<file path="src/swtm_pkg.sv">
// ----------------------------------------------------------------------------
// swtm_pkg: shared types and codes for the sequence window triangle mask
// Mask mode codes, register indexes, queue entry and configuration structs.
// ----------------------------------------------------------------------------
`timescale 1ns / 1ps

package swtm_pkg;

  // Mask mode codes; 6 and 7 pass everything through
  localparam logic [2:0] MODE_SEQUENCE   = 3'd0;
  localparam logic [2:0] MODE_WINDOW     = 3'd1;
  localparam logic [2:0] MODE_UPPER      = 3'd2;
  localparam logic [2:0] MODE_LOWER      = 3'd3;
  localparam logic [2:0] MODE_UPPER_DIAG = 3'd4;
  localparam logic [2:0] MODE_LOWER_DIAG = 3'd5;

  // Input item kinds
  localparam logic ITEM_LOAD = 1'b0;
  localparam logic ITEM_DATA = 1'b1;

  // Register indexes
  localparam logic [2:0] REG_MASK_MODE     = 3'd0;
  localparam logic [2:0] REG_ROW_COUNT     = 3'd1;
  localparam logic [2:0] REG_COLUMN_COUNT  = 3'd2;
  localparam logic [2:0] REG_REPEAT_COUNT  = 3'd3;
  localparam logic [2:0] REG_BATCH_COUNT   = 3'd4;
  localparam logic [2:0] REG_WINDOW_RADIUS = 3'd5;
  localparam logic [2:0] REG_FILL_BITS     = 3'd6;

  localparam int QUEUE_DEPTH = 4;

  // One transaction handed from the front to the back
  typedef struct packed {
    logic        is_data;
    logic        is_end;
    logic [15:0] addr;     // table index for loads, row for data
    logic [15:0] col;
    logic [31:0] payload;  // entry value for loads, element for data
  } queue_entry_t;

  typedef struct packed {
    logic [2:0]  mask_mode;
    logic [10:0] row_count;
    logic [15:0] column_count;
    logic [15:0] repeat_count;
    logic [15:0] batch_count;
  } count_cfg_t;

  typedef struct packed {
    logic [2:0]  mask_mode;
    logic [15:0] window_radius;
    logic [31:0] fill_bits;
  } back_cfg_t;

endpackage

</file>
<file path="src/swtm_queue.sv">
// ----------------------------------------------------------------------------
// swtm_queue: short first-word-fall-through queue
// Decouples the front from the back so that each side can stall alone.
// ----------------------------------------------------------------------------
`timescale 1ns / 1ps

module swtm_queue (
  input  logic                   clk,
  input  logic                   rst,
  input  logic                   push,
  input  swtm_pkg::queue_entry_t push_entry,
  output logic                   full,
  input  logic                   pop,
  output logic                   not_empty,
  output swtm_pkg::queue_entry_t pop_entry
);

  localparam int DEPTH = swtm_pkg::QUEUE_DEPTH;
  localparam int PTR_W = $clog2(DEPTH);
  localparam int CNT_W = $clog2(DEPTH + 1);

  swtm_pkg::queue_entry_t entries [DEPTH];
  logic [PTR_W-1:0] wr_ptr, rd_ptr;
  logic [CNT_W-1:0] count;

  assign full      = (count == CNT_W'(DEPTH));
  assign not_empty = (count != '0);
  assign pop_entry = entries[rd_ptr];

  always_ff @(posedge clk) begin
    if (push) begin
      entries[wr_ptr] <= push_entry;
    end
  end

  always_ff @(posedge clk) begin
    if (rst) begin
      wr_ptr <= '0;
      rd_ptr <= '0;
      count  <= '0;
    end else begin
      if (push) begin
        wr_ptr <= wr_ptr + PTR_W'(1);
      end
      if (pop) begin
        rd_ptr <= rd_ptr + PTR_W'(1);
      end
      case ({push, pop})
        2'b10:   count <= count + CNT_W'(1);
        2'b01:   count <= count - CNT_W'(1);
        default: count <= count;
      endcase
    end
  end

endmodule

</file>
<file path="config.mk">
export PLATFORM = sky130hd
export DESIGN_NAME = swtm_queue
export DESIGN_NICKNAME = d
export VERILOG_FILES = /design/src/swtm_pkg.sv /design/src/swtm_queue.sv
export SDC_FILE = /design/constraint.sdc
export NUM_CORES = 1
export LEC_CHECK = 0
export BUFFER_PORTS_ARGS = -buffer_cell sky130_fd_sc_hd__clkbuf_2
export CORE_ASPECT_RATIO = 0.5
export CORE_MARGIN = 4
export CORE_UTILIZATION = 25
export CTS_CLUSTER_SIZE = 20
export DETAILED_ROUTE_END_ITERATION = 10
export SETUP_SLACK_MARGIN = 0.5
export SLEW_MARGIN = 20
export SYNTH_ARGS = -nofsm -noshare
export SYNTH_HDL_FRONTEND = slang
export SYNTH_SLANG_ARGS = --single-unit
</file>
<file path="constraint.sdc">
create_clock -name clk -period 7 [get_ports clk]
set_input_delay 1.05 -clock clk [delete_from_list [all_inputs] [get_ports clk]]
set_output_delay 1.05 -clock clk [all_outputs]
set_load 0.02 [all_outputs]
</file>
# Word-level counts from Yosys, hierarchy flattened

Memory sizes are Yosys's and may differ from the RTL's. A register that Yosys moved wholly into a read port is not among the register bits.
Index checks and enable logic that the tools add are counted.

Flip-flop bits (word level): 7
Bits in writable memories: 264
Bits of input ports: 70
Output and inout bits: 68
Logic and storage cells: 18
Memories kept: 1

$add $sub $neg: 4
Equal/unequal tests: 3
Mux-type cells: 5
Reduce and logical (&&, ||, !) cells: 2

Memories:

| memory  | depth | width | read ports | clocked after Yosys merged registers in | write ports | RTL line         | text |
|---|---|---|---|---|---|---|---|
| entries | 4     | 66    | 1          | 1                                       | 1           | swtm_queue.sv:22 | `swtm_pkg::queue_entry_t entries [DEPTH];` |

Operator list:

| cell                                                                | number |
|---|---|
| 3-bit one-hot mux with 2 select lines                               | 1 |
| 2-bit by 1-bit adder with 2-bit output (second input constant)      | 2 |
| 2-bit two-way mux                                                   | 2 |
| 3-bit by 1-bit adder with 3-bit output (second input constant)      | 1 |
| 3-bit == test (second input constant)                               | 1 |
| 3-bit nonzero test                                                  | 1 |
| 3-bit by 1-bit subtractor with 3-bit output (second input constant) | 1 |
| 2-bit by 1-bit == test with 1-bit output (second input constant)    | 1 |
| 2-bit == test (second input constant)                               | 1 |
| 1-bit two-way mux                                                   | 2 |
| 2-bit nonzero test                                                  | 1 |

# Depth between registers and ports, before layout

Depth in word-level cells: 3
Gate-level depth with buffers: 7
Mapped depth without buffers: 7

# Worst setup path after synthesis

Ideal clock, no wire load.

Kind: input -> register
Start: input port push
End: memory entries[0][0] (netlist bit), enable pin
Setup time: 431 ps
Arrival: 2601 ps
Required time: 6569 ps
Slack: 3968 ps
Cell stages on the path: 1
Path buffers: 0
Cells stage by stage: and2_1

Longest elaborated chain between the ends: 2

RTL lines:

| element                                 | RTL line         | text |
|---|---|---|
| start: declaration                      | swtm_queue.sv:10 | `input logic push,` |
| 1-bit two-way mux                       | swtm_queue.sv:31 | `if (push) begin` |
| 1-bit two-way mux (not written as such) | swtm_queue.sv:32 | `entries[wr_ptr] <= push_entry;` |
| end: declaration                        | swtm_queue.sv:22 |  |

No other way between the ends.

==> results.ini <==
[sta]
fin_setup_tns_ns = 0
rsz0062_at_grt = no
maxSlewHeadroom = 0.293
setup_viol = 0
hold-worst-slack_ns = 0.506
final_hold_viol_count = 0
fin_crit_sh = 0.558
finalMaxSlewViolations = 0
layout_min_cycle_time_ns = 3.90
clock_skew_ns = 0.00854
tightestPinTransition_ns = 1.06
fmax_mhz = 256

[critical_path]
critPathKind = flop to output port
critical_path_arrival_ns = 2.85
critPathCaptureType = output port
cp.required_ns = 5.95
critPathMaxFanout = 41
start_kind = flop

[place]
portBuffers = 137
gp_congestion = 0.663
dpl.hpwl_um = 11700

[global_routing]
grt_max_degree = 67
grt_use_met2 = 0.171
grt_pass1_wl_um = 29500
globalRoute.busiestLayer = met2
grt_remaining_overflow = 0
grtUsageTotal = 0.0884
grt_antenna_before_repair = 0
met3_usage = 0.0126
grtUsageMet1 = 0.103
first_global_vias = 4799

[power_and_ir_drop]
irDropWorstVdd_mv = 0.146
leakage_nw = 4.03
power_density_nw_per_um2 = 306

[floorplan]
dieWidth_um = 290
start_util = 0.254
ios = 138
dieArea_um2 = 43300
row_count = 51
die_h_um = 149
design.core.area_um2 = 39100

[clocking]
ctsHoldBuffers = 0
cts_buffers = 27
path_clk_slew_ns = 0.06
clockRootBuffer = clkbuf_16
cts_max_level = 1
post_cts_buffers = 0
clock-sinks = 273
clk_latency_ns = 0.52
tritoncts = built
clk_path_buf_depth = 3
cts_resized = 0

[layout]
multiInputGateArea_um2 = 1720
nFillCells = 3758
area_delta_synth_final_pct = 22.0
layout_common_cells = 264 x edfxtp_1, 137 x clkbuf_2, 66 x mux4_2
layout_commonest_cell = edfxtp_1
final_util = 0.310
antenna_cells = 0
layout.nets = 624
drive_gt1_frac = 0.456
final-seq-area_um2 = 8110

[synthesis]
synth_cell_types = 20
synth_area_um2 = 9950
syn_area_per_cell_um2 = 25.5
yosys.area.top_type = edfxtp_1
seq_area_frac_synth = 0.815
synth_seq_cells = 273
syn_nets = 467
synth_area_leaders = edfxtp_1 80%, mux4_2 15%, dfxtp_1 1.8%
synth_top_area_share = 0.796
syn_inst = 391
yosys_warnings = 0

[detailed_routing]
drt-total-wl_um = 19300
wire_per_inst_um = 17.6
drt_iter0_drc = 196
dr.pass1.iters = 4
viasPerCell = 4.02
vias = 4417
drc = 0
drtAntennaViolNets = 0

[min_path]
hold_class = flop to flop

[job]
cap_violations = 0

[outcome]
status = completed

[registers in the layout, indices dropped and copies added, names as in the netlist, named ones only]
| register | count |
|---|---|
| wr_ptr | 2 |
| entries | 264 |
| rd_ptr | 2 |
| count | 3 |
[cells by family after synthesis]
kind of cell | Yosys count | share of synthesized area
compound gates | 3 | 0.00151
xor+xnor | 5 | 0.00440
fa+ha+maj | 6 | 0.00830
buf+inv | 21 | 0.0131
flops | 273 | 0.815
mux | 67 | 0.150
simple gates | 16 | 0.00779
[layout make-up]
| class | instances | share of cell area |
|---|---|---|
| repair buffers | 143 | 0.0602 |
| clock buffers | 28 | 0.0560 |
| multi-input cells | 97 | 0.142 |
| well taps | 530 | 0.0546 |
| clock inverters | 21 | 0.0174 |
| inverters | 6 | 0.00186 |
| flip-flops and latches | 273 | 0.668 |
[Yosys cell counts]
cell	number
a21oi_1	2
and2_1	4
and3_1	1
buf_2	5
buf_4	2
buf_6	5
clkbuf_1	3
dfxtp_1	9
edfxtp_1	264
fa_1	1
ha_1	5
inv_1	6
mux2i_1	1
mux4_2	66
nand2_1	1
nor2_1	8
o21ai_0	1
or3_1	2
xnor2_1	2
xor2_1	3
[per-stage QoR]
stage / total power, mW / area (um^2) / instances / setup WS, ns
after floorplan: 2.18 / 9950 / 391 / 3.97
after global placement: 2.32 / 11200 / 1049 / 3.54
after detailed placement: 2.33 / 11200 / 1049 / 3.50
after CTS: 3.78 / 12100 / 1098 / 2.94
after global routing: 3.87 / 12100 / 1098 / 2.80
final: 3.72 / 12100 / 1098 / 3.10
[path summary, 6_finish.rpt]
| path | start | end | slack [ns] | depth (start not counted) |
|---|---|---|---|---|
| setup / recovery | flop | pop_entry[25] | 3.10 | 3 |
| hold / removal | count[2]$_SDFFE_PP0P_ | count[2]$_SDFFE_PP0P_ | 0.51 | 2 |
| setup reg to reg | wr_ptr[0]$_SDFFE_PP0P_ | entries[0][32]$_DFFE_PP_ | 4.72 | 4 |
| hold reg to reg | count[2]$_SDFFE_PP0P_ | count[2]$_SDFFE_PP0P_ | 0.51 | 2 |
[routing by layer]
layer / wire (um) / share of wire
met1: 7260 / 0.38
met2: 11100 / 0.58
met3: 486 / 0.025
met4: 441 / 0.023
met5: 0 / 0
[worst max-delay path, stage by stage, from the launching register on]
cell and delay (ns):
dfxtp_4 0.70, buf_4 0.77, mux4_2 0.62, clkbuf_2 0.19
[report_power, final]
part	leakage, nW	internal, mW	switching (mW)
registers	2.50	1.88	0.0260
clock network	0.437	0.853	0.584
logic	1.09	0.151	0.230
total	4.03	2.88	0.840
(Power assumes the default switching activity.)
