**src/swtm_pkg.sv**
```systemverilog
// ----------------------------------------------------------------------------
// swtm_pkg: shared types and codes for the sequence window triangle mask
// Mask mode codes, register indexes, queue entry and configuration structs.
// ----------------------------------------------------------------------------
`timescale 1ns / 1ps

package swtm_pkg;

  // Mask mode codes; 6 and 7 pass everything through
  localparam logic [2:0] MODE_SEQUENCE   = 3'd0;
  localparam logic [2:0] MODE_WINDOW     = 3'd1;
  localparam logic [2:0] MODE_UPPER      = 3'd2;
  localparam logic [2:0] MODE_LOWER      = 3'd3;
  localparam logic [2:0] MODE_UPPER_DIAG = 3'd4;
  localparam logic [2:0] MODE_LOWER_DIAG = 3'd5;

  // Input item kinds
  localparam logic ITEM_LOAD = 1'b0;
  localparam logic ITEM_DATA = 1'b1;

  // Register indexes
  localparam logic [2:0] REG_MASK_MODE     = 3'd0;
  localparam logic [2:0] REG_ROW_COUNT     = 3'd1;
  localparam logic [2:0] REG_COLUMN_COUNT  = 3'd2;
  localparam logic [2:0] REG_REPEAT_COUNT  = 3'd3;
  localparam logic [2:0] REG_BATCH_COUNT   = 3'd4;
  localparam logic [2:0] REG_WINDOW_RADIUS = 3'd5;
  localparam logic [2:0] REG_FILL_BITS     = 3'd6;

  localparam int QUEUE_DEPTH = 4;

  // One transaction handed from the front to the back
  typedef struct packed {
    logic        is_data;
    logic        is_end;
    logic [15:0] addr;     // table index for loads, row for data
    logic [15:0] col;
    logic [31:0] payload;  // entry value for loads, element for data
  } queue_entry_t;

  typedef struct packed {
    logic [2:0]  mask_mode;
    logic [10:0] row_count;
    logic [15:0] column_count;
    logic [15:0] repeat_count;
    logic [15:0] batch_count;
  } count_cfg_t;

  typedef struct packed {
    logic [2:0]  mask_mode;
    logic [15:0] window_radius;
    logic [31:0] fill_bits;
  } back_cfg_t;

endpackage

```
**src/swtm_front.sv**
```systemverilog
// ----------------------------------------------------------------------------
// swtm_front: item intake and position tracking
// Accepts items, drops out-of-range loads, walks the batch/row/column/repeat
// counters for data elements and pushes one queue entry per kept item.
// ----------------------------------------------------------------------------
`timescale 1ns / 1ps

module swtm_front #(
  parameter int MAX_ROWS      = 1024,
  parameter int ELEMENT_WIDTH = 32
) (
  input  logic                      clk,
  input  logic                      rst,
  input  swtm_pkg::count_cfg_t      cfg,
  input  logic                      in_valid,
  output logic                      in_ready,
  input  logic                      mode,
  input  logic [9:0]                entry_index,
  input  logic signed [31:0]        entry_value,
  input  logic [ELEMENT_WIDTH-1:0]  element_bits,
  input  logic                      q_full,
  output logic                      q_push,
  output swtm_pkg::queue_entry_t    q_entry
);

  localparam int ROW_W = (MAX_ROWS > 1) ? $clog2(MAX_ROWS) : 1;

  logic [15:0]      batch_pos, batch_pos_next;
  logic [ROW_W-1:0] row_pos, row_pos_next;
  logic [15:0]      col_pos, col_pos_next;
  logic [15:0]      rep_pos, rep_pos_next;

  logic [16:0] rows_lim, cols_lim, reps_lim, bats_lim;
  logic        rep_last, col_last, row_last, bat_last, tensor_end;
  logic        accept, is_data, index_ok;

  assign in_ready = !q_full;
  assign accept   = in_valid && in_ready;
  assign is_data  = (mode == swtm_pkg::ITEM_DATA);
  assign index_ok = (17'(entry_index) < 17'(MAX_ROWS));

  // Effective limits: zero acts as one, rows saturate at the table depth
  always_comb begin
    if (cfg.row_count == 11'd0) begin
      rows_lim = 17'd1;
    end else if (17'(cfg.row_count) > 17'(MAX_ROWS)) begin
      rows_lim = 17'(MAX_ROWS);
    end else begin
      rows_lim = 17'(cfg.row_count);
    end
    cols_lim = (cfg.column_count == 16'd0) ? 17'd1 : 17'(cfg.column_count);
    bats_lim = (cfg.batch_count == 16'd0) ? 17'd1 : 17'(cfg.batch_count);
    if (cfg.mask_mode == swtm_pkg::MODE_SEQUENCE && cfg.repeat_count != 16'd0) begin
      reps_lim = 17'(cfg.repeat_count);
    end else begin
      reps_lim = 17'd1;
    end
  end

  assign rep_last   = (17'(rep_pos) + 17'd1) >= reps_lim;
  assign col_last   = (17'(col_pos) + 17'd1) >= cols_lim;
  assign row_last   = (17'(row_pos) + 17'd1) >= rows_lim;
  assign bat_last   = (17'(batch_pos) + 17'd1) >= bats_lim;
  assign tensor_end = rep_last && col_last && row_last && bat_last;

  always_comb begin
    rep_pos_next   = rep_pos;
    col_pos_next   = col_pos;
    row_pos_next   = row_pos;
    batch_pos_next = batch_pos;
    if (tensor_end) begin
      rep_pos_next   = '0;
      col_pos_next   = '0;
      row_pos_next   = '0;
      batch_pos_next = '0;
    end else begin
      rep_pos_next = rep_last ? 16'd0 : rep_pos + 16'd1;
      if (rep_last) begin
        col_pos_next = col_last ? 16'd0 : col_pos + 16'd1;
        if (col_last) begin
          row_pos_next = row_last ? '0 : row_pos + ROW_W'(1);
          if (row_last) begin
            batch_pos_next = bat_last ? 16'd0 : batch_pos + 16'd1;
          end
        end
      end
    end
  end

  always_ff @(posedge clk) begin
    if (rst) begin
      rep_pos   <= '0;
      col_pos   <= '0;
      row_pos   <= '0;
      batch_pos <= '0;
    end else if (accept && is_data) begin
      rep_pos   <= rep_pos_next;
      col_pos   <= col_pos_next;
      row_pos   <= row_pos_next;
      batch_pos <= batch_pos_next;
    end
  end

  // Drop loads beyond the table; everything else goes to the back
  assign q_push = accept && (is_data || index_ok);

  always_comb begin
    q_entry.is_data = is_data;
    q_entry.is_end  = is_data && tensor_end;
    q_entry.col     = col_pos;
    if (is_data) begin
      q_entry.addr    = 16'(row_pos);
      q_entry.payload = 32'(element_bits);
    end else begin
      q_entry.addr    = 16'(entry_index);
      q_entry.payload = entry_value;
    end
  end

endmodule

```
**config.mk**
```make
export PLATFORM = sky130hd
export DESIGN_NAME = swtm_front
export DESIGN_NICKNAME = d
export VERILOG_FILES = /design/src/swtm_pkg.sv /design/src/swtm_front.sv
export SDC_FILE = /design/constraint.sdc
export NUM_CORES = 1
export LEC_CHECK = 0
export BUFFER_PORTS_ARGS = -buffer_cell sky130_fd_sc_hd__buf_2
export CAP_MARGIN = 20
export CORE_MARGIN = 5
export CORE_UTILIZATION = 51
export DETAILED_ROUTE_END_ITERATION = 8
export PLACE_DENSITY = 0.91
export RECOVER_POWER = 25
export SETUP_SLACK_MARGIN = 0.15
export SLEW_MARGIN = 20
export SYNTH_ARGS = -nofsm -noshare
export SYNTH_HDL_FRONTEND = slang
export SYNTH_SLANG_ARGS = --single-unit
```
**constraint.sdc**
```tcl
create_clock -name clk -period 10.94 [get_ports clk]
set_input_delay 2.188 -clock clk [delete_from_list [all_inputs] [get_ports clk]]
set_output_delay 2.188 -clock clk [all_outputs]
set_load 0.03 [all_outputs]
```
Word-level counts from Yosys, hierarchy flattened
Index checks and enable logic that the tools add are counted.

word-level totals
  flip-flop bits (word level) = 58
  input port bits = 141
  output and inout bits = 68
  logic and storage cells = 57

cells by class
  add/sub/neg operators = 8
  $lt $le $gt $ge = 5
  multiplexer cells = 21
  reduce and logical (&&, ||, !) cells = 19

operator list
  kind                   count
  $mux 16                13
  $add 16x1->17 const B  3
  $mux 10                5
  $add 16x1->16 const B  3
  $ge 17x16->1           2
  $logic_not 16->1       2
  $mux 32                1
  $ge 11x17->1           1
  $ge 17x17->1           1
  $mux 17                1
  $reduce_bool 16->1     1
  $add 10x1->11 const B  1
  $gt 11x11->1 const B   1
  $logic_not 11->1       1
  $mux 11                1
  $add 10x1->10 const B  1
  $logic_and 1x1->1      7
  $reduce_bool 2->1      3
  $reduce_and 4->1       1
  $logic_not 3->1        1
  $reduce_and 3->1       1
  $reduce_and 2->1       1
  $logic_not 1->1        1

Depth between registers and ports, before layout
  word-level depth = 9
  depth in mapped cells = 16
  depth with buffers taken out = 14

Worst setup path after synthesis
OpenSTA, ideal clock, no wires.

  kind = input to output
  start point = in cfg[21] (netlist bit)
  end point = out q_entry[64] (netlist bit)
  data arrival time = 5.506 ns
  required time = 8.752 ns
  slack = 3.246 ns
  stages on the path = 12
  buffers on the path = 2
  path through = nor4_1 -> and4_1 -> nor4_1 -> clkbuf_1 -> nand2_1 -> ha_1 -> nand3_1 -> nor4_1 -> o31ai_1 -> and3_1 -> clkbuf_1 -> nor4_1

RTL lines
  element          line              source
  start, declared  swtm_front.sv:14  input swtm_pkg::count_cfg_t cfg,
  end, declared    swtm_front.sv:23  output swtm_pkg::queue_entry_t q_entry

==> flow_summary.ini <==
[setup_path]
start_kind = primary input
critPathKind = in2out
cp.arrival_ps = 6210
required_ps = 8750
path_max_fanout = 16
cp-end-kind = primary output

[cts]
clock_latency_ps = 330
cts_setup_buffers = 0
numCtsBuffers = 9
cts-resized-gates = 0
htree_levels = 3
ctsHoldBuffers = 0
cts_tree = built
clkTransAtPathRegs_ps = 70
clock-sinks = 58
cts_buffer_depth = 2
cts.root.buffer_cell = clkbuf_8

[placed_design]
place_inst = 1050
port_buffers = 202
gp_congestion = 0.888
dp.final_hpwl_mm = 12.5
placed_cell_area_sq_um = 6700

[sta]
fin_worst_skew_ps = 11.1
final-setup-viol-count = 0
fin_crit_sh_pct = 76.8
worst_pin_slew_ps = 2010
finalSetupTns_ps = 0
relSlewSlack_pct = -35.2
hold_viol = 0
fmax_mhz = 119
drv_slew = 17
rsz0062_at_grt = no
period_minus_slack_ps = 8400

[detailed_routing]
ant_nets = 0
drt_pass1_iterations = 5
drtIter0Drc = 244
wl_per_cell_um = 14.8
drc = 0
wl_mm = 15.8
dr_total_vias = 5984
vias_per_cell = 5.61

[layout]
areaGrowthSynthToFinish_pct = 20.9
final_area_sq_um = 6850
fillers = 973
drive_above_1_share_pct = 28.0
stdcell_count = 1066
final_core_util_pct = 63.2
multiInputGateArea_sq_um = 4110
n_antenna_cell = 0
final_nets = 1125
seq_area_sq_um = 1160

[yosys]
synth_most_common_cell = nand2_1
netlist.area_leader.share_pct = 20.5
synth.top_cells.by_area = dfxtp_1 (21%), ha_1 (14%), mux2_2 (8.4%), nand2_1 (5.7%), a21oi_1 (4.9%)
yosysWarnings = 0
synth_edf_count = 0
yosysSeqAreaShare_pct = 20.5
synth_seq_cells = 58
syn_avg_cell_area_sq_um = 7.69
synth_top_area_cell = dfxtp_1
synthTopCellsByCount = nand2_1 (86), ha_1 (63), dfxtp_1 (58), a21oi_1 (56), nand3_1 (55)
ys_types = 65
synthArstFlopShare_pct = 0
synth_flop_cell = dfxtp_1
synthCells = 736
mappedNetlistArea_sq_um = 5660

[floorplan]
die_h_um = 115
die_w_um = 115
ios = 209
core_sq_um = 10800
dieArea_sq_um = 13300
rows = 38
start_util_pct = 52.2

[global_route]
grt_use_met1_pct = 28.6
grt_pass1_wl_mm = 24.7
gr-usage-met3_pct = 4.53
grt.total_usage_pct = 22.3
antenna_found_initial = 0
gr-total-overflow = 0
globalRouteMet2Util_pct = 37.5
grt_pass1_vias = 5594
busiest_layer = met2
grt_max_degree = 65

[power]
vdd_drop_max_mv = 0.0548
p_per_area_nw_per_um2 = 78.2
p_leak_uw = 0.00318
finalPower_uw = 535

[run]
maxCapViolCount = 1

[status]
status = complete, but fails checks
violations = max-capacitance violations, max-slew violations

[hold_path]
hold_path_class = reg2reg
-- stage by stage --
stage | hold slack [ps] | worst slack [ps]
finish | 491 | 2540
global route | 516 | 2210
CTS | 492 | 3320
detailed placement | 482 | 3350
global placement | 457 | 3530
floorplan | 453 | 3250
-- per-layer routing --
layer	part of all wire [%]	vias to the layer above
met4	1.8	0
li1	-	2989
met2	48	246
met3	7.7	30
met1	43	2719
met5	0	-
-- report_power, final --
part | switching, uW | internal (uW) | leakage (uW)
sequential | 0.654 | 211 | 0.000467
clock | 89.8 | 111 | 0.0000945
combinational | 73.6 | 48.7 | 0.00262
-- cells in the final DEF (no fill, tap or decap), drive strengths merged, types with 2 or more instances in the layout --
cell and n:
ha 63, conb 6, a211oi 4, nor2 51, a41o 2, o32ai 7
nand3 56, nor4 17, and3 11, dfxtp 58, xor2 18, a21o 4
clkbuf 29, nand2 87, nand4 11, xnor2 32, o21a 2, and2 7
mux2 42, o41ai 2, and4 4, nor3 9, nor2b 4, a21oi 56
nand3b 6, a31oi 13, or3 7, o31ai 3, clkinv 3, nand2b 8
a2bb2oi 2, or4 3, nor3b 3, buf 184, o21ai 32, a22oi 2
o2bb2ai 6, clkinvlp 3, inv 52, or2 5
-- sequential cells by signal (all words and copies together) (netlist names) --
name,count
row_pos,10
rep_pos,16
batch_pos,16
col_pos,16
-- area by class of cell --
type,count,share of cell area [%]
Clock buffer,10,2.01
Clock inverter,6,0.968
Inverter,53,2.91
Multi-Input combinational cell,596,60.1
Sequential cell,58,17.0
Tap cell,140,2.56
Timing Repair Buffer,203,14.5
-- worst paths after layout --
check | end | start | cells past startpoint | slack, ps
worst min-delay path | col_pos[11] | col_pos[11] | 2 | 490
worst max-delay path | q_entry[64] | cfg[19] | 12 | 2540
worst min register to register | col_pos[11] | col_pos[11] | 2 | 490
worst max register to register | row_pos[8] | rep_pos[6] | 13 | 6360
-- logic make-up (layout without fill, tap and decap cells) --
family / count (synthesis) / in the layout / share of synthesized area [%]
AO/OA/AOI/OAI: 145 / 145 / 17.2
XOR/XNOR: 50 / 50 / 7.73
adder cells (fa/ha/maj): 63 / 63 / 13.9
buffers and inverters: 87 / 272 / 6.80
flip-flops: 58 / 58 / 20.5
multiplexers: 42 / 42 / 8.35
other: 1 / 6 / 0.0662
AND/OR/NAND/NOR: 290 / 290 / 25.4
-- worst max-delay path, stage by stage --
cell and delay [ps]:
clkbuf_1 120, nor4_1 80, and4_1 200, nor4_1 1510, nand2_1 180, ha_1 380
nand4_1 130, nor4_1 340, o31ai_1 170, and3_1 300, nor4_1 340, buf_2 270
Note: power is estimated with default switching activity, not from simulation.
